## src/scfb_pkg.sv

```systemverilog
// Shared types and constants for the SPI command frame builder.
// No dependencies; used by every module of the block.
package scfb_pkg;

  // Link buffer size and derived widths. The fill level can pass the buffer
  // size by up to one frame of payload, so it carries that headroom.
  localparam int BUF_BYTES  = 4096;
  localparam int FRAME_MAX  = 128;
  localparam int FILL_W     = $clog2(BUF_BYTES + FRAME_MAX);
  localparam int CMP_W      = $clog2(BUF_BYTES + 2 * FRAME_MAX);
  localparam int POS_W      = 12;

  // Command queue between front and back
  localparam int QDEPTH     = 2;
  localparam int QPTR_W     = $clog2(QDEPTH);
  localparam int QCNT_W     = $clog2(QDEPTH + 1);

  localparam logic [6:0] MAX_REPEAT = 7'd64;
  localparam logic [7:0] LEN_MIN    = 8'd4;
  localparam logic [7:0] LEN_MAX    = 8'd128;
  localparam logic [7:0] HDR_MARK   = 8'hE0;

  // Stream bytes of the single-byte commands
  localparam logic [7:0] BYTE_BREAK  = 8'h04;
  localparam logic [7:0] BYTE_FSYNC  = 8'h06;
  localparam logic [7:0] BYTE_FASYNC = 8'h05;
  localparam logic [7:0] BYTE_NOP    = 8'h00;

  typedef enum logic [2:0] {
    OP_BREAK  = 3'd0,
    OP_FSYNC  = 3'd1,
    OP_FASYNC = 3'd2,
    OP_NOP    = 3'd3,
    OP_HEADER = 3'd4,
    OP_DATA   = 3'd5,
    OP_CLEAR  = 3'd6
  } op_t;

  // Classified command as it travels through the queue
  typedef struct packed {
    op_t         op;
    logic [6:0]  count;   // saturated repeat count
    logic [15:0] addr;
    logic        len_ok;  // header length within 4..128
    logic [7:0]  byte0;   // command byte or first header byte
    logic [7:0]  size;    // payload bytes, whole words
    logic [7:0]  data;    // payload byte, already bit-reversed
  } cmd_t;

endpackage

```

## src/scfb_front.sv

```systemverilog
// Front end: accepts input beats and classifies them into queue commands.
// Depends on scfb_pkg.
module scfb_front (
  input  logic             in_valid,
  output logic             in_stall,
  input  logic [2:0]       in_op,
  input  logic [6:0]       in_repeat_count,
  input  logic [15:0]      in_target_addr,
  input  logic [7:0]       in_byte_length,
  input  logic [7:0]       in_data_byte,
  input  logic             q_ready,
  output logic             q_push,
  output scfb_pkg::cmd_t   q_cmd
);

  scfb_pkg::op_t op;
  logic [7:0]    hdr_byte;
  logic [7:0]    rev;

  assign op       = scfb_pkg::op_t'(in_op);
  assign in_stall = !q_ready;
  assign q_push   = in_valid && q_ready;

  // first header byte: (words - 1) | 0xE0
  assign hdr_byte = (8'({2'b00, in_byte_length[7:2]}) - 8'd1) | scfb_pkg::HDR_MARK;

  // payload goes out LSB first on the link
  always_comb begin
    for (int i = 0; i < 8; i++) begin
      rev[i] = in_data_byte[7-i];
    end
  end

  always_comb begin
    q_cmd.op     = op;
    q_cmd.count  = (in_repeat_count > scfb_pkg::MAX_REPEAT) ?
                   scfb_pkg::MAX_REPEAT : in_repeat_count;
    q_cmd.addr   = in_target_addr;
    q_cmd.len_ok = (in_byte_length >= scfb_pkg::LEN_MIN) &&
                   (in_byte_length <= scfb_pkg::LEN_MAX);
    q_cmd.size   = {in_byte_length[7:2], 2'b00};
    q_cmd.data   = rev;
    case (op)
      scfb_pkg::OP_BREAK:  q_cmd.byte0 = scfb_pkg::BYTE_BREAK;
      scfb_pkg::OP_FSYNC:  q_cmd.byte0 = scfb_pkg::BYTE_FSYNC;
      scfb_pkg::OP_FASYNC: q_cmd.byte0 = scfb_pkg::BYTE_FASYNC;
      scfb_pkg::OP_NOP:    q_cmd.byte0 = scfb_pkg::BYTE_NOP;
      scfb_pkg::OP_HEADER: q_cmd.byte0 = hdr_byte;
      default:             q_cmd.byte0 = 8'h00;
    endcase
  end

endmodule

```

## src/scfb_queue.sv

```systemverilog
// Short command FIFO between the front end and the sequencer.
// Depends on scfb_pkg.
module scfb_queue (
  input  logic             clk,
  input  logic             rst_n,
  input  logic             push,
  input  scfb_pkg::cmd_t   push_cmd,
  output logic             ready,
  input  logic             pop,
  output logic             head_valid,
  output scfb_pkg::cmd_t   head
);

  scfb_pkg::cmd_t                mem_r [scfb_pkg::QDEPTH];
  logic [scfb_pkg::QPTR_W-1:0]   wr_ptr_r, rd_ptr_r;
  logic [scfb_pkg::QCNT_W-1:0]   count_r;

  assign ready      = (count_r != scfb_pkg::QCNT_W'(scfb_pkg::QDEPTH)) || pop;
  assign head_valid = (count_r != '0);
  assign head       = mem_r[rd_ptr_r];

  // storage, no reset needed
  always_ff @(posedge clk) begin
    if (push) begin
      mem_r[wr_ptr_r] <= push_cmd;
    end
  end

  // pointers and occupancy
  always_ff @(posedge clk) begin
    if (!rst_n) begin
      wr_ptr_r <= '0;
      rd_ptr_r <= '0;
      count_r  <= '0;
    end else begin
      if (push) wr_ptr_r <= wr_ptr_r + 1'b1;
      if (pop)  rd_ptr_r <= rd_ptr_r + 1'b1;
      if (push && !pop)      count_r <= count_r + 1'b1;
      else if (pop && !push) count_r <= count_r - 1'b1;
    end
  end

endmodule

```

## src/scfb_back.sv

```systemverilog
// Back end: sequences each queued command into output beats and keeps the
// buffer fill level and payload tracking. Depends on scfb_pkg.
module scfb_back (
  input  logic                       clk,
  input  logic                       rst_n,
  input  logic                       q_valid,
  input  scfb_pkg::cmd_t             q_head,
  output logic                       q_pop,
  output logic                       out_valid,
  input  logic                       out_stall,
  output logic                       out_kind,
  output logic [7:0]                 out_byte_value,
  output logic [scfb_pkg::POS_W-1:0] out_position,
  output logic                       out_data_ok,
  output logic                       out_last
);

  localparam logic [scfb_pkg::CMP_W-1:0] BUF_LIM = scfb_pkg::CMP_W'(scfb_pkg::BUF_BYTES);

  logic [scfb_pkg::FILL_W-1:0] fill_r, fill_nxt;
  logic [7:0]                  left_r, left_nxt;
  logic                        acc_r, acc_nxt;
  logic [6:0]                  prog_r, prog_nxt;

  logic                        out_valid_r;
  logic                        kind_r, ok_r, last_r;
  logic [7:0]                  val_r;
  logic [scfb_pkg::POS_W-1:0]  pos_r;

  logic                        out_free, advance, done, emit;
  logic                        e_kind, e_ok, e_last;
  logic [7:0]                  e_val;
  logic [scfb_pkg::POS_W-1:0]  e_pos;
  logic                        fits1, fits2, fits3, fits_size;

  function automatic logic fits(input logic [scfb_pkg::FILL_W-1:0] f,
                                input logic [7:0] n);
    return (scfb_pkg::CMP_W'(f) + scfb_pkg::CMP_W'(n)) < BUF_LIM;
  endfunction

  assign out_free  = !out_valid_r || !out_stall;
  assign advance   = q_valid && out_free;
  assign q_pop     = advance && done;
  assign fits1     = fits(fill_r, 8'd1);
  assign fits2     = fits(fill_r, 8'd2);
  assign fits3     = fits(fill_r, 8'd3);
  assign fits_size = fits(fill_r, q_head.size);

  // one step of the head command per cycle, while the queue has a command and the output is free
  always_comb begin
    done     = 1'b0;
    emit     = 1'b0;
    e_kind   = 1'b0;
    e_val    = 8'h00;
    e_pos    = scfb_pkg::POS_W'(fill_r);
    e_ok     = 1'b0;
    e_last   = 1'b0;
    fill_nxt = fill_r;
    left_nxt = left_r;
    acc_nxt  = acc_r;
    prog_nxt = prog_r;
    if (advance) begin
      case (q_head.op)
        scfb_pkg::OP_BREAK, scfb_pkg::OP_FSYNC: begin
          done = 1'b1;
          if (fits1) begin
            emit     = 1'b1;
            e_val    = q_head.byte0;
            e_last   = 1'b1;
            fill_nxt = fill_r + 1'b1;
          end
        end
        scfb_pkg::OP_FASYNC, scfb_pkg::OP_NOP: begin
          if ((prog_r == q_head.count) || !fits1) begin
            done = 1'b1;
          end else begin
            // last when the count runs out or the next byte would not fit
            emit     = 1'b1;
            e_val    = q_head.byte0;
            e_last   = (7'(prog_r + 7'd1) == q_head.count) || !fits2;
            fill_nxt = fill_r + 1'b1;
            prog_nxt = prog_r + 7'd1;
            done     = e_last;
          end
        end
        scfb_pkg::OP_HEADER: begin
          if (!q_head.len_ok) begin
            emit     = 1'b1;
            e_kind   = 1'b1;
            e_pos    = '0;
            e_last   = 1'b1;
            left_nxt = 8'd0;
            acc_nxt  = 1'b0;
            done     = 1'b1;
          end else if ((prog_r == 7'd0) && fits3) begin
            emit     = 1'b1;
            e_val    = q_head.byte0;
            fill_nxt = fill_r + 1'b1;
            prog_nxt = 7'd1;
          end else if (prog_r == 7'd1) begin
            emit     = 1'b1;
            e_val    = q_head.addr[15:8];
            fill_nxt = fill_r + 1'b1;
            prog_nxt = 7'd2;
          end else if (prog_r == 7'd2) begin
            emit     = 1'b1;
            e_val    = q_head.addr[7:0];
            fill_nxt = fill_r + 1'b1;
            prog_nxt = 7'd3;
          end else begin
            // status beat, checked against the level after any header bytes that went out
            emit     = 1'b1;
            e_kind   = 1'b1;
            e_ok     = fits_size;
            e_pos    = fits_size ? scfb_pkg::POS_W'(fill_r) : '0;
            e_last   = 1'b1;
            left_nxt = q_head.size;
            acc_nxt  = fits_size;
            done     = 1'b1;
          end
        end
        scfb_pkg::OP_DATA: begin
          done = 1'b1;
          if (left_r != 8'd0) begin
            left_nxt = left_r - 8'd1;
            if (acc_r) begin
              emit     = 1'b1;
              e_val    = q_head.data;
              e_last   = 1'b1;
              fill_nxt = fill_r + 1'b1;
            end
            if (left_r == 8'd1) acc_nxt = 1'b0;
          end
        end
        scfb_pkg::OP_CLEAR: begin
          fill_nxt = '0;
          left_nxt = 8'd0;
          acc_nxt  = 1'b0;
          done     = 1'b1;
        end
        default: begin
          done = 1'b1;
        end
      endcase
      if (done) prog_nxt = 7'd0;
    end
  end

  // tracking state
  always_ff @(posedge clk) begin
    if (!rst_n) begin
      fill_r <= '0;
      left_r <= 8'd0;
      acc_r  <= 1'b0;
      prog_r <= 7'd0;
    end else begin
      fill_r <= fill_nxt;
      left_r <= left_nxt;
      acc_r  <= acc_nxt;
      prog_r <= prog_nxt;
    end
  end

  // output register
  always_ff @(posedge clk) begin
    if (!rst_n) begin
      out_valid_r <= 1'b0;
    end else if (out_free) begin
      out_valid_r <= emit;
    end
  end

  always_ff @(posedge clk) begin
    if (out_free && emit) begin
      kind_r <= e_kind;
      val_r  <= e_val;
      pos_r  <= e_pos;
      ok_r   <= e_ok;
      last_r <= e_last;
    end
  end

  assign out_valid      = out_valid_r;
  assign out_kind       = kind_r;
  assign out_byte_value = val_r;
  assign out_position   = pos_r;
  assign out_data_ok    = ok_r;
  assign out_last       = last_r;

endmodule

```

## src/spi_command_frame_builder.sv

```systemverilog
// SPI command frame builder: top level joining front end, queue and sequencer.
// Depends on scfb_pkg, scfb_front, scfb_queue and scfb_back.
//
// Turns one command per input beat into the byte stream for a chained ASIC
// link, one output beat per cycle while the output is not stalled. Break,
// fsync and data-byte commands emit at most one byte; fasync and nop emit
// n bytes, n being the repeat bytes that still fit in the buffer (repeats are
// capped at 64); a data header emits its three bytes when they fit and then
// its status beat, else only the status beat. Commands that give no output
// (dropped chunks, stray data bytes, clear, unused opcode) emit no beat. The
// sequencer that emits bytes sets the output rate; a two-entry command queue
// in front of it lets input and output stall independently.
// Position is the buffer index modulo 4096.
module spi_command_frame_builder (
  input  logic        clk,
  input  logic        rst_n,
  input  logic        in_valid,
  output logic        in_stall,
  input  logic [2:0]  in_op,
  input  logic [6:0]  in_repeat_count,
  input  logic [15:0] in_target_addr,
  input  logic [7:0]  in_byte_length,
  input  logic [7:0]  in_data_byte,
  output logic        out_valid,
  input  logic        out_stall,
  output logic        out_kind,
  output logic [7:0]  out_byte_value,
  output logic [11:0] out_position,
  output logic        out_data_ok,
  output logic        out_last
);

  logic           q_ready, q_push, q_pop, q_valid;
  scfb_pkg::cmd_t q_cmd, q_head;

  scfb_front u_front (
    .in_valid        (in_valid),
    .in_stall        (in_stall),
    .in_op           (in_op),
    .in_repeat_count (in_repeat_count),
    .in_target_addr  (in_target_addr),
    .in_byte_length  (in_byte_length),
    .in_data_byte    (in_data_byte),
    .q_ready         (q_ready),
    .q_push          (q_push),
    .q_cmd           (q_cmd)
  );

  scfb_queue u_queue (
    .clk        (clk),
    .rst_n      (rst_n),
    .push       (q_push),
    .push_cmd   (q_cmd),
    .ready      (q_ready),
    .pop        (q_pop),
    .head_valid (q_valid),
    .head       (q_head)
  );

  scfb_back u_back (
    .clk            (clk),
    .rst_n          (rst_n),
    .q_valid        (q_valid),
    .q_head         (q_head),
    .q_pop          (q_pop),
    .out_valid      (out_valid),
    .out_stall      (out_stall),
    .out_kind       (out_kind),
    .out_byte_value (out_byte_value),
    .out_position   (out_position),
    .out_data_ok    (out_data_ok),
    .out_last       (out_last)
  );

`ifndef SYNTHESIS
  // a status beat always closes its header command
  a_status_last: assert property (@(posedge clk) disable iff (!rst_n)
    out_valid && out_kind |-> out_last)
    else $error("status beat without last");

  // a rejected header reports offset zero and no byte
  a_reject_zero: assert property (@(posedge clk) disable iff (!rst_n)
    out_valid && out_kind && !out_data_ok |-> (out_position == 12'd0) &&
    (out_byte_value == 8'h00))
    else $error("rejected header with nonzero fields");

  // stream beats never flag data_ok
  a_stream_ok: assert property (@(posedge clk) disable iff (!rst_n)
    out_valid && !out_kind |-> !out_data_ok)
    else $error("stream beat with data_ok set");
`endif

endmodule

```

## config.mk

```make
export PLATFORM = sky130hd
export DESIGN_NAME = spi_command_frame_builder
export DESIGN_NICKNAME = d
export VERILOG_FILES = /design/src/scfb_pkg.sv /design/src/scfb_front.sv /design/src/scfb_queue.sv /design/src/scfb_back.sv /design/src/spi_command_frame_builder.sv
export SDC_FILE = /design/constraint.sdc
export NUM_CORES = 1
export LEC_CHECK = 0
export BUFFER_PORTS_ARGS = -buffer_cell sky130_fd_sc_hd__clkbuf_2
export CAP_MARGIN = 30
export CORE_MARGIN = 4
export CORE_UTILIZATION = 55
export DETAILED_ROUTE_END_ITERATION = 16
export PLACE_DENSITY = 0.75
export SLEW_MARGIN = 10
export SYNTH_ARGS = -nofsm -noshare
export SYNTH_HDL_FRONTEND = slang
export SYNTH_SLANG_ARGS = --single-unit
```

## constraint.sdc

```tcl
create_clock -name clk -period 6.7 [get_ports clk]
set_clock_uncertainty 0.2 [all_clocks]
set_input_delay 1.005 -clock clk [delete_from_list [all_inputs] [get_ports clk]]
set_output_delay 1.005 -clock clk [all_outputs]
set_load 0.05 [all_outputs]
```

* After elaboration in Yosys (flattened, before gate mapping)
Memories as Yosys holds them, arrays and structs flattened. A register that Yosys moved wholly into a read port is not among the register bits.
Cells that the tools add are included.
** Storage, ports and cells
- Bits in registers :: 57
- RAM bits :: 98
- Logic and storage cells :: 168
- Memories :: 1
** Cells by class
- $add $sub $neg :: 11
- $lt $le $gt $ge :: 7
- Eq/ne operators :: 28
- Multiplexer cells :: 69
- Bitwise gates (word level) :: 3
- Reduce and logical (&&, ||, !) cells :: 36
** Memory list
- u_queue.mem_r :: depth 2, bits a word 49, rd ports 1, clocked after memory_dff 1, wr ports 1, RTL line scfb_queue.sv:14 : scfb_pkg::cmd_t mem_r [scfb_pkg::QDEPTH];
** Operator list (count)
- two-way mux 13 bit :: 8
- two-way mux 8 bit :: 13
- two-way mux 12 bit :: 7
- case mux 13 bit (5 select lines) :: 1
- case mux 8 bit (4 select lines) :: 2
- less-than comparator 13 bit (second input constant) :: 4
- two-way mux 7 bit :: 7
- adder 13 x 2 -> 13 bit (second input constant) :: 2
- case mux 8 bit (3 select lines) :: 1
- two-way mux 1 bit :: 23
- equality test 7 bit :: 2
- case mux 7 bit (2 select lines) :: 1
- adder 13 x 1 -> 13 bit (second input constant) :: 1
- adder 13 x 8 -> 13 bit :: 1
- equality test 3 bit (second input constant) :: 4
- != test 3 bit (second input constant) :: 4
- != test 2 x 1 -> 1 bit (second input constant) :: 5
- equality test 3 x 2 -> 1 bit (second input constant) :: 3
- equality test 8 x 1 -> 1 bit (second input constant) :: 1
- >= comparator 8 x 3 -> 1 bit (second input constant) :: 1
- <= comparator 8 bit (second input constant) :: 1
- logical AND 1 bit :: 8
- case mux 1 bit (4 select lines) :: 2
- AND reduction 8 bit :: 1
- other kinds (32) :: 51

* Logic depth before layout (Yosys ltp)
Gate-level depths: netlist of run 1.
- Depth in word-level cells :: 15
- Mapped depth :: 16
- Gate-level depth less buffers :: 13

* By module
From an unflattened synthesis of run 1, not the netlist that was laid out.
** Second synthesis, totals
- Cells, all modules :: 641
- Area, all modules :: 7860.0 µm²
** By module, submodules not included
- scfb_queue :: times used 1, cells an instance 182, area an instance 3887.5 µm², sequential area each 3163.0 µm²
- scfb_back :: times used 1, cells an instance 386, area an instance 3462.1 µm², sequential area each 1291.2 µm²
- scfb_front :: times used 1, cells an instance 73, area an instance 510.5 µm², sequential area each 0.0 µm²

* Worst setup path after synthesis of run 1
No wires, ideal clock.
- Path type :: register -> register
- Start :: reg with a tool-made name
- End :: mem u_queue.mem_r[0][0] (netlist name) (enable)
- Library setup time :: 0.457 ns
- Arrival time :: 4.094 ns
- Required time :: 6.043 ns
- Slack :: 1.949 ns
- Cell stages (with the launch flop) :: 9
- Buffers on the path :: 2
- Clock period less this slack :: 4.751 ns
- Cells stage by stage :: dfxtp_1 > buf_4 > mux2_4 > nor3_1 > a41o_1 > buf_6 > nand2b_1 > o311a_1 > nor2b_1
** RTL lines (RTL line)
- to (decl) :: scfb_queue.sv:14

==> impl_results.md, run 1 <==
* F_max at 0.1875 GHz
* Gr ovfl total at 0
* PortBufs at 70
* Post-CTS Setup Bufs at 0
* Slew Viols, Final at 0
* Number of synthesized register bits at 152
* Dominant synthesized flop cell: edfxtp_1
* VDD IR max at 238.9 uV
* Core Area at 12,720 sq um
* CP arrival at 4.13 ns
* Crit-path max cell delay at 0.80 ns
* Syn. warnings at 0
* Worst Hold Class: reg2reg
* Synth top area share at 48.68%
* First-pass GRT wire length at 23.89 mm
* GRT Total Usage at 20.83%
* Compound-Gate Fraction of Synth Area at 8.963%
* Sequential-to-total area share from yosys stat at 58.39%
* Starting DRT DRC Count at 330
* Largest net degree at the start of global routing at 48
* EDFF count, synth at 117
* Area growth, synth to finish at 15.05%
* # clock sinks at 152
* Routed wire length on met2 at 7.323 mm
* Required time of the critical path at 5.49 ns
* Drt drc at 0
* Final hold violation count at 0
* Crit-path slowest cell: nor3_1
* Crit-path cells: buf_4 -> mux2i_1 -> nor3_1 -> a31oi_1 -> or3_1 -> and2_4 -> nor3_2 -> clkbuf_2
* Detailed Place HPWL at 9.972 mm
* Syn nets at 650
* Uppermost routed layer: met4
* TritonCTS Buffers at 17
* Ys async rst share at 0%
* Clock Pin Slew Worst Setup and Hold Paths at 0.06 ns
* Final min period at 5.332 ns
* R2R cell count at 10
* CP endpoint kind: output port
* I/O pins at 71
* Hold EP: u_queue.rd_ptr_r$_SDFFE_PN0P_
* Pwr Total at 3306 uW
* Post_cts resized at 0
* Htree depth at 4
* CTS tree: yes
* P per Cell Area at 398.2 nW/um^2
* Sum of negative setup slack at 0 ns
* Ant diodes at 0
* Site row count at 41
* DRT antenna net count at 0
* Initial antenna violation count at 0
* Slew headroom at 39.39%
* Most frequent cells in the layout: edfxtp_1, clkbuf_2, nor2_1
* Synth cell types at 64
* Synth Area in Simple Gates at 15.24%
* Hold Buf Count CTS at 0
* Met3 wire len at 848 um
* Period utilization at 79.59%
* WL per Instance at 17.32 um
* DRT Pass-1 Iters at 5
* Adder-cell share of the synthesized area at 2.774%
* Largest family of logic cells by synthesized area: simple AND/OR/NAND/NOR gates
* HP Start: u_queue.rd_ptr_r$_SDFFE_PN0P_
* Via count at 4,928
* Lkg Pwr at 0.003025 uW
* Metal-1 WL at 6.234 mm
* Syn avg cell area at 12.27 sq um
* Kind of critical path: reg2out
* Most common cell after layout, fill and taps aside: edfxtp_1
* Worst-Skew Late Latency at 0.43 ns
* Routability cong. at 0.8879
* Die ar. at 15,020 sq um
* Cell count of the worst hold path at 2
* MaxCap Viol Count at 0
* Cell area after synthesis at 7217 sq um
* CP max FO at 35
* Die Y-Extent at 122.6 um
* # fillers at 1,005
* Cell count after synthesis at 588
* Layout Nets at 724
* Root Driver: clkbuf_16
* Initial core utilization at 56.73%
* R2r endpoint: u_queue.count_r[1]$_SDFFE_PN0P_
* R2R Setup Slk at 2.08 ns
* Cell taking the most area after synthesis: edfxtp_1
* Unrepaired setup endpoints after global routing: no
* DR vias/cell at 5.818
* Worst-margin pin slew at 0.9021 ns
* Layout cell share with drive strength beyond 1 at 21.19%
* Type of origin of the critical path: register
* Status: complete, no violations
* Synth top area cells: edfxtp_1, dfxtp_1, mux2i_1, ha_1, nor2_1
* Mux share of post-synthesis cell area at 8.304%
* Setup violations, final at 0
* Die Wd at 122.6 um
* Post-detailed-routing wire length at 14.67 mm
* Clock Tree Buf Depth at 2
* Number of global-route vias before repair at 4,829
* XOR/XNOR Fraction of Synth Area at 3.762%
-- cell families after synthesis --
group,after synthesis
AND/OR/NAND/NOR,204
buffers and inverters,36
adder cells (fa/ha/maj),16
AO/OA/AOI/OAI,97
flip-flops,152
multiplexers,52
XOR/XNOR,31
-- power by group --
group / total, uW / switching, uW / leakage [uW] / internal [uW]
sequential: 1310 / 79.9 / 0.00139 / 1230
clock: 909 / 364 / 0.000264 / 545
combinational: 1090 / 720 / 0.00138 / 367
total: 3310 / 1160 / 0.00303 / 2140
-- layer usage --
layer | vias up | global-route usage, %
li1 | 2349 | -
met2 | 145 | 34.46
met4 | 0 | 7.978
met5 | - | 0
met1 | 2409 | 26.73
met3 | 25 | 4.931
-- worst max path at each step --
| stage | startpoint | depth (start not counted) | slack, ns | to |
|---|---|---|---|---|
| 6_report | register | 8 | 1.37 | in_stall |
| 5_1_grt | register | 8 | 1.21 | in_stall |
| 4_1_cts | register | 8 | 1.47 | in_stall |
| 3_5_place_dp | register | 8 | 1.93 | in_stall |
| 3_3_place_gp | register | 8 | 2.04 | in_stall |
| 2_1_floorplan | register | 8 | 1.95 | u_queue.mem_r[0][0]$_DFFE_PP_ |
-- state kept, by name, summed over array words and instances, names as in the netlist, named ones only --
name	count
u_back.out_valid	1
u_back.out_data_ok	1
u_back.acc_r	1
u_queue.wr_ptr_r	1
u_back.out_position	12
u_back.out_byte_value	8
u_back.prog_r	7
u_queue.rd_ptr_r	1
u_back.fill_r	13
u_queue.count_r	2
u_back.out_last	1
u_back.left_r	8
u_queue.mem_r	94
u_back.out_kind	1
-- critical path, delay by kind of cell, from the launching register on --
kind / cells / cell delay [ns]
and+or+nand+nor: 4 / 1.75
buffers and inverters: 2 / 0.85
DFF: 1 / 0.58
muxes: 1 / 0.31
AOI/OAI and AO/OA: 1 / 0.19
-- cell type report --
class	count	area (sq um)	area share, %
inverters	13	48.80	0.5877
well taps	172	215.2	2.592
clock buffers	20	436.7	5.259
clock inverters	12	126.4	1.522
multi-input cells	400	2833	34.12
flip-flops and latches	152	4215	50.77
repair buffers	78	427.9	5.154
-- synth_stat cells, types with 3 or more instances --
cell type	number
nor2_1	51
and2_1	10
o21a_1	6
buf_6	5
a31oi_1	4
buf_2	4
a21oi_1	23
or3_1	7
nand4_1	6
mux2_2	13
a211o_1	3
a41oi_1	3
mux2i_1	32
o211ai_1	4
edfxtp_1	117
nand3_1	17
o21ai_1	8
and3_1	4
nand2b_1	8
o22ai_1	7
o21ai_0	17
xnor2_1	18
nand2_1	35
a21boi_1	3
a21o_1	4
ha_1	16
nor3_1	17
nor2b_1	25
xor2_1	13
mux4_2	4
dfxtp_1	35
inv_1	13
clkbuf_1	10
nor4_1	5
-- per-stage QoR --
stage / util (%) / setup WS [ns] / instance area (sq um) / std cells / hold slack [ns]
finish: 65.26 / 1.368 / 8303 / 847 / 0.2811
floorplan: - / 1.949 / 7217 / 588 / 0.2516
CTS: 65.20 / 1.466 / 8295 / 846 / 0.2849
global placement: 60.52 / 2.045 / 7700 / 812 / 0.2634
detailed placement: 60.78 / 1.926 / 7732 / 814 / 0.2718
global route: 65.26 / 1.207 / 8303 / 847 / 0.3165
No activity file was read; power rests on OpenSTA's default activity.
==> inputs of run 2 (changes only) <==
clock period = 5.25 ns   (was 6.7 ns; I/O delays follow)
==> run 2 against run 1 <==
  * Clock power is 34% higher
  * Sequential cell count stayed put
  * Cell area increased by 0.47%
  * Core utilization rose by 0.30 points
  * Critical path depth increased by 1
  * Highest routed layer unchanged
  * Sequential share of layout area fell by 0.21 points
  * Critical endpoint unchanged
  * Wire length down 1.1%
  * Die area is the same
  * Global-route usage fell by 0.35 points
  * Via count decreased by 0.91%
  * Sequential power up 30%
  * First-iteration DRC count shrank 8.5%
==> impl_results.md, run 2 (synthesis gave the netlist of run 1 again) <==
* Status: complete, no violations
* Detailed Place HPWL at 9.901 mm (-0.71%)
* Die Y-Extent at 122.6 um (unchanged)
* GRT Total Usage at 20.48% (-0.35 points)
* Post-route setup slack at 0.5495 ns (-0.8182 ns)
* Required time of the critical path at 4.26 ns (-1.23 ns)
* PortBufs at 70 (unchanged)
* Worst-Skew Late Latency at 0.43 ns (about the same)
* Core Area at 12,720 sq um (unchanged)
* Slew Viols, Final at 0 (unchanged)
* VDD IR max at 325.2 uV (+36%)
* WL per Instance at 17.09 um (-1.3%)
* Slew headroom at 45.08% (+5.7 points)
* Place WS at 0.7382 ns (-1.188 ns)
* Post-CTS Setup Bufs at 0 (unchanged)
* Die Wd at 122.6 um (unchanged)
* Sum of negative setup slack at 0 ns (unchanged)
* Root Driver: clkbuf_16
* DRT antenna net count at 0 (unchanged)
* Gr ovfl total at 0 (unchanged)
* Most flop-heavy register: u_queue.mem_r
* Post-detailed-routing wire length at 14.51 mm (-1.1%)
* Cell internal pwr at 2722 uW (+27%)
* Clock Tree Buf Depth at 2 (unchanged)
* Die ar. at 15,020 sq um (unchanged)
* # clock sinks at 152 (unchanged)
* Sw Ratio at 36.40% (+1.2 points)
* Starting DRT DRC Count at 302 (-8.5%)
* CP max FO at 33 (-5.7%)
* Hold Buf Count CTS at 0 (unchanged)
* Kind of critical path: reg2out
* Type of origin of the critical path: register
* Crit-path max cell delay at 0.67 ns (-0.13 ns)
* Setup violations, final at 0 (unchanged)
* Most frequent cells in the layout: edfxtp_1, clkbuf_2, nor2_1
* Clock Power Share at 28.6% (+1.1 points)
* GR peak layer: met2
* DRT Pass-1 Iters at 5 (unchanged)
* Lkg Pwr at 0.003059 uW (+1.1%)
* Initial core utilization at 56.73% (unchanged)
* Worst-margin pin slew at 0.8223 ns (-0.07988 ns)
* M2 GR Usage at 34.04% (-0.41 points)
* Initial antenna violation count at 0 (unchanged)
* F_max at 0.2127 GHz
* Period utilization at 89.53%
* M3 GR Usage at 4.839% (-0.092 points)
* Crit-path cells: buf_4 -> mux2i_2 -> nand3_1 -> nor2_1 -> a41o_1 -> or3_1 -> and2_4 -> nor3_2 -> clkbuf_2
* Most common cell after layout, fill and taps aside: edfxtp_1
* TritonCTS Buffers at 17 (unchanged)
* Met1 usage at 26.68% (-0.051 points)
* P per Cell Area at 513.0 nW/um^2 (+29%)
* CP arrival at 3.71 ns (-0.42 ns)
* NetSw at 1558 uW (+34%)
* Unrepaired setup endpoints after global routing: no
* Post_cts resized at 0 (unchanged)
* Final hold violation count at 0 (unchanged)
* Drt drc at 0 (unchanged)
* Routability cong. at 0.9110 (+2.6%)
* CTS tree: yes
* Flop pwr share at 39.8% (+0.2 points)
* Htree depth at 4 (unchanged)
* MaxCap Viol Count at 0 (unchanged)
* Final min period at 4.700 ns
* CP endpoint kind: output port
* Largest net degree at the start of global routing at 48 (unchanged)
* Clock Pin Slew Worst Setup and Hold Paths at 0.07 ns (about the same)
* Crit-path slowest cell: dfxtp_4
* I/O pins at 71 (unchanged)
* Combinational share of power at 31.7% (-1.2 points)
* Ant diodes at 0 (unchanged)
* Via count at 4,883 (-0.91%)
* Layout cell share with drive strength beyond 1 at 22.01% (+0.82 points)
* Site row count at 41 (unchanged)
* Number of global-route vias before repair at 4,734 (-2.0%)
* Worst Hold Class: reg2reg
* Layout Nets at 726 (+0.28%)
* First-pass GRT wire length at 23.56 mm (-1.4%)
* Max reg flops at 94 (unchanged)
* DR vias/cell at 5.751 (-1.1%)
* Area growth, synth to finish at 15.59%
## run 2: cell types whose count changed in the layout (fill, tap and decap cells not counted), sizes merged
cell / previous run / this run
inv: 14 / 23
buf: 8 / 10
clkinv: 5 / 3
clkinvlp: 4 / 1
clkbuf: 90 / 87
bufinv: 2 / 1
## run 2: layout make-up
| cell class | instances | area, sq um |
|---|---|---|
| fillers | 977 | 4380 |
| flip-flops and latches | 152 | 4218 |
| multi-input cells | 400 | 2833 |
| clock buffers | 17 | 425.4 |
| repair buffers | 80 | 425.4 |
| well taps | 172 | 215.2 |
| clock inverters | 15 | 176.4 |
| inverters | 13 | 48.80 |
## run 2: final timing paths
kind / start / endpoint / slack (ns) / cells after the start
setup / recovery: register / in_stall / 0.55 / 9
hold / removal: u_queue.rd_ptr_r$_SDFFE_PN0P_ / u_queue.rd_ptr_r$_SDFFE_PN0P_ / 0.29 / 2
setup reg to reg: register / u_queue.count_r[1]$_SDFFE_PN0P_ / 1.03 / 11
hold reg to reg: u_queue.rd_ptr_r$_SDFFE_PN0P_ / u_queue.rd_ptr_r$_SDFFE_PN0P_ / 0.29 / 2
## run 2: metal layers
layer,share of wire [%],vias to the layer above
li1,-,2342
met1,42,2354
met2,50,164
met3,6.2,23
met4,1.5,0
met5,0,-
## run 2: power by group through the flow
stage	registers, uW	logic, uW	clock network [uW]
6_report	1700	1360	1220
5_1_grt	1720	1470	1300
4_1_cts	1700	1350	1240
3_5_place_dp	1730	1350	0
3_3_place_gp	1720	1320	0
2_1_floorplan	1830	914	0
## run 2: worst max-delay path: cells and delay by family, from the launching register on
family                 cells  cell delay (ns)
buffers and inverters      2             0.63
AOI/OAI and AO/OA          1             0.31
DFF                        1             0.67
muxes                      1             0.50
and+or+nand+nor            5             1.14
## run 2: metrics by stage
stage | cell area [sq um] | std cells | hold WS (ns) | utilization [%] | total power, uW
after floorplan | 7217 | 588 | 0.2516 | - | 2746
after global placement | 7730 | 816 | 0.2687 | 60.76 | 3033
after detailed placement | 7730 | 816 | 0.2840 | 60.76 | 3073
after CTS | 8332 | 848 | 0.2933 | 65.49 | 4298
after global routing | 8342 | 849 | 0.3238 | 65.57 | 4500
final | 8342 | 849 | 0.2938 | 65.57 | 4279
==> inputs of run 3 (changes only) <==
GPL_TIMING_DRIVEN = 0   (was unset)
==> run 3 against run 2 <==
  * Power grew 0.39%
  * Wire length grew 4.5%
  * Core utilization grew 0.76 points
  * Sequential share of layout area shrank 0.62 points
  * Register-to-register slack gained 0.07 ns
  * Critical path type unchanged
  * Largest power group unchanged
==> impl_results.md, run 3 (synthesis gave the netlist of run 1 again) <==
* Status: complete, no violations
* GRT Total Usage at 21.16% (+0.68 points)
* Drt drc at 0 (unchanged)
* CP endpoint kind: output port
* Detailed Place HPWL at 10.77 mm (+8.7%)
* Via count at 4,900 (+0.35%)
* Final non-filler cell total at 866 (+2.0%)
* # clock sinks at 152 (unchanged)
* Gr ovfl total at 0 (unchanged)
* Post-CTS Setup Bufs at 0 (unchanged)
* Initial core utilization at 56.73% (unchanged)
* F_max at 0.2093 GHz (-1.6%)
* Site row count at 41 (unchanged)
* Hold Buf Count CTS at 0 (unchanged)
* Slew Viols, Final at 0 (unchanged)
* Routability cong. at 0.8976 (-1.5%)
* Final min period at 4.778 ns (+0.07777 ns)
* Number of global-route vias before repair at 4,870 (+2.9%)
* Clock Pin Slew Worst Setup and Hold Paths at 0.06 ns (about the same)
* P per Cell Area at 509.1 nW/um^2 (-0.76%)
* Critical Path Most Common Cell: buf_6
* Lkg Pwr at 0.003088 uW (+0.93%)
* Htree depth at 4 (unchanged)
* Setup violations, final at 0 (unchanged)
* Area growth, synth to finish at 16.92%
* CP max FO at 10 (-70%)
* Final hold violation count at 0 (unchanged)
* Most frequent cells in the layout: edfxtp_1, clkbuf_2, nor2_1
* Post_cts resized at 0 (unchanged)
* Core Area at 12,720 sq um (unchanged)
* Post-detailed-routing wire length at 15.17 mm (+4.5%)
* Layout cell share with drive strength beyond 1 at 21.33% (-0.68 points)
* Largest net degree at the start of global routing at 36 (-25%)
* M2 GR Usage at 35.45% (+1.4 points)
* GR peak layer: met2
* VDD IR max at 391.9 uV (+20%)
* Slew headroom at 30.27% (-15 points)
* Root Driver: clkbuf_16
* Unrepaired setup endpoints after global routing: no
* Max reg flops at 94 (unchanged)
* PortBufs at 70 (unchanged)
* Crit-path max cell delay at 0.80 ns (+0.13 ns)
* TritonCTS Buffers at 17 (unchanged)
* Most common cell after layout, fill and taps aside: edfxtp_1
* R2R Setup Slk at 1.10 ns (+0.07 ns)
* Worst-margin pin slew at 1.038 ns (+0.2157 ns)
* R2R cell count at 12 (+1)
* First-pass GRT wire length at 24.23 mm (+2.8%)
* CTS tree: yes
* WL per Instance at 17.51 um (+2.5%)
* DR vias/cell at 5.658 (-1.6%)
* Ant diodes at 0 (unchanged)
* Type of origin of the critical path: register
* Die ar. at 15,020 sq um (unchanged)
* Period utilization at 91.01% (+1.5 points)
* Die Wd at 122.6 um (unchanged)
* Initial antenna violation count at 0 (unchanged)
* MaxCap Viol Count at 0 (unchanged)
* Placed insts at 833 (+2.1%)
* Kind of critical path: reg2out
* Layout Nets at 743 (+2.3%)
* Hold slack at 0.2911 ns (-0.002672 ns)
* DRT Pass-1 Iters at 5 (unchanged)
* M3 GR Usage at 5.392% (+0.55 points)
* Worst-Skew Late Latency at 0.42 ns (about the same)
* Worst Hold Class: reg2reg
* Most flop-heavy register: u_queue.mem_r
* Starting DRT DRC Count at 295 (-2.3%)
* I/O pins at 71 (unchanged)
* DRT antenna net count at 0 (unchanged)
* Required time of the critical path at 4.26 ns (about the same)
* Critical path endpoint: in_stall
* Sum of negative setup slack at 0 ns (unchanged)
* Crit-path cells: buf_4 -> mux2_4 -> nor3_1 -> a31oi_1 -> or3_1 -> buf_6 -> and2_4 -> buf_6 -> nor3_2 -> clkbuf_2
* Crit-path slowest cell: nor3_1
* R2r endpoint: u_queue.count_r[1]$_SDFFE_PN0P_
* Clock Tree Buf Depth at 2 (unchanged)
* Met1 usage at 27.44% (+0.76 points)
* CP arrival at 3.79 ns (+0.08 ns)
* Die Y-Extent at 122.6 um (unchanged)
==> run 3: cell count changes in the layout (fill, tap and decap cells not counted), moves of 4 or more <==
cell,before,now
clkbuf_1,0,11
buf_6,0,5
buf_4,10,3
buf_2,0,4
clkinv_1,0,4
inv_8,4,0
==> run 3: layer usage <==
metal | wire, um | vias to the layer above
met4 | 112 | 0
li1 | - | 2375
met3 | 884 | 11
met5 | 0 | -
met1 | 6504 | 2373
met2 | 7663 | 141
==> run 3: worst min path at each step <==
stage,from,endpoint,slack [ns],depth (start not counted)
CTS,u_queue.rd_ptr_r$_SDFFE_PN0P_,register,0.29,2
global route,u_queue.rd_ptr_r$_SDFFE_PN0P_,u_queue.rd_ptr_r$_SDFFE_PN0P_,0.31,2
global placement,u_queue.rd_ptr_r$_SDFFE_PN0P_,u_queue.rd_ptr_r$_SDFFE_PN0P_,0.26,2
floorplan,u_queue.rd_ptr_r$_SDFFE_PN0P_,register,0.25,2
detailed placement,u_queue.rd_ptr_r$_SDFFE_PN0P_,register,0.29,2
finish,u_queue.rd_ptr_r$_SDFFE_PN0P_,register,0.29,2
==> run 3: through the flow <==
stage | power (uW) | cell area (sq um) | setup WS (ns) | utilization (%)
after CTS | 4309 | 8431 | 0.5107 | 66.27
after global routing | 4509 | 8438 | 0.3670 | 66.33
final | 4296 | 8438 | 0.4718 | 66.33
after global placement | 3078 | 7782 | -1.156 | 61.17
after floorplan | 2746 | 7217 | 0.4989 | -
after detailed placement | 3166 | 7881 | 0.9814 | 61.95
==> run 3: layout make-up <==
type,instances,area [sq um]
Fill cell,1034,4284
Sequential cell,152,4214
Multi-Input combinational cell,400,2841
Timing Repair Buffer,74,432.9
Clock buffer,18,429.2
Tap cell,172,215.2
Buffer,23,136.4
Clock inverter,14,120.1
Inverter,13,48.80
==> run 3: worst max-delay path: cells and delay by family (launching register included) <==
kind                   cells  cell delay (ns)
AND/OR/NAND/NOR            4             1.50
AO/OA/AOI/OAI              1             0.24
multiplexers               1             0.35
flip-flops                 1             0.43
buffers and inverters      4             0.85
==> run 3: power breakdown <==
group | total, uW | switching (uW) | leakage [uW] | internal, uW
Sequential | 1650 | 80.1 | 0.00139 | 1570
Clock | 1130 | 479 | 0.000259 | 653
Combinational | 1520 | 986 | 0.00144 | 531
Total | 4300 | 1550 | 0.00309 | 2750
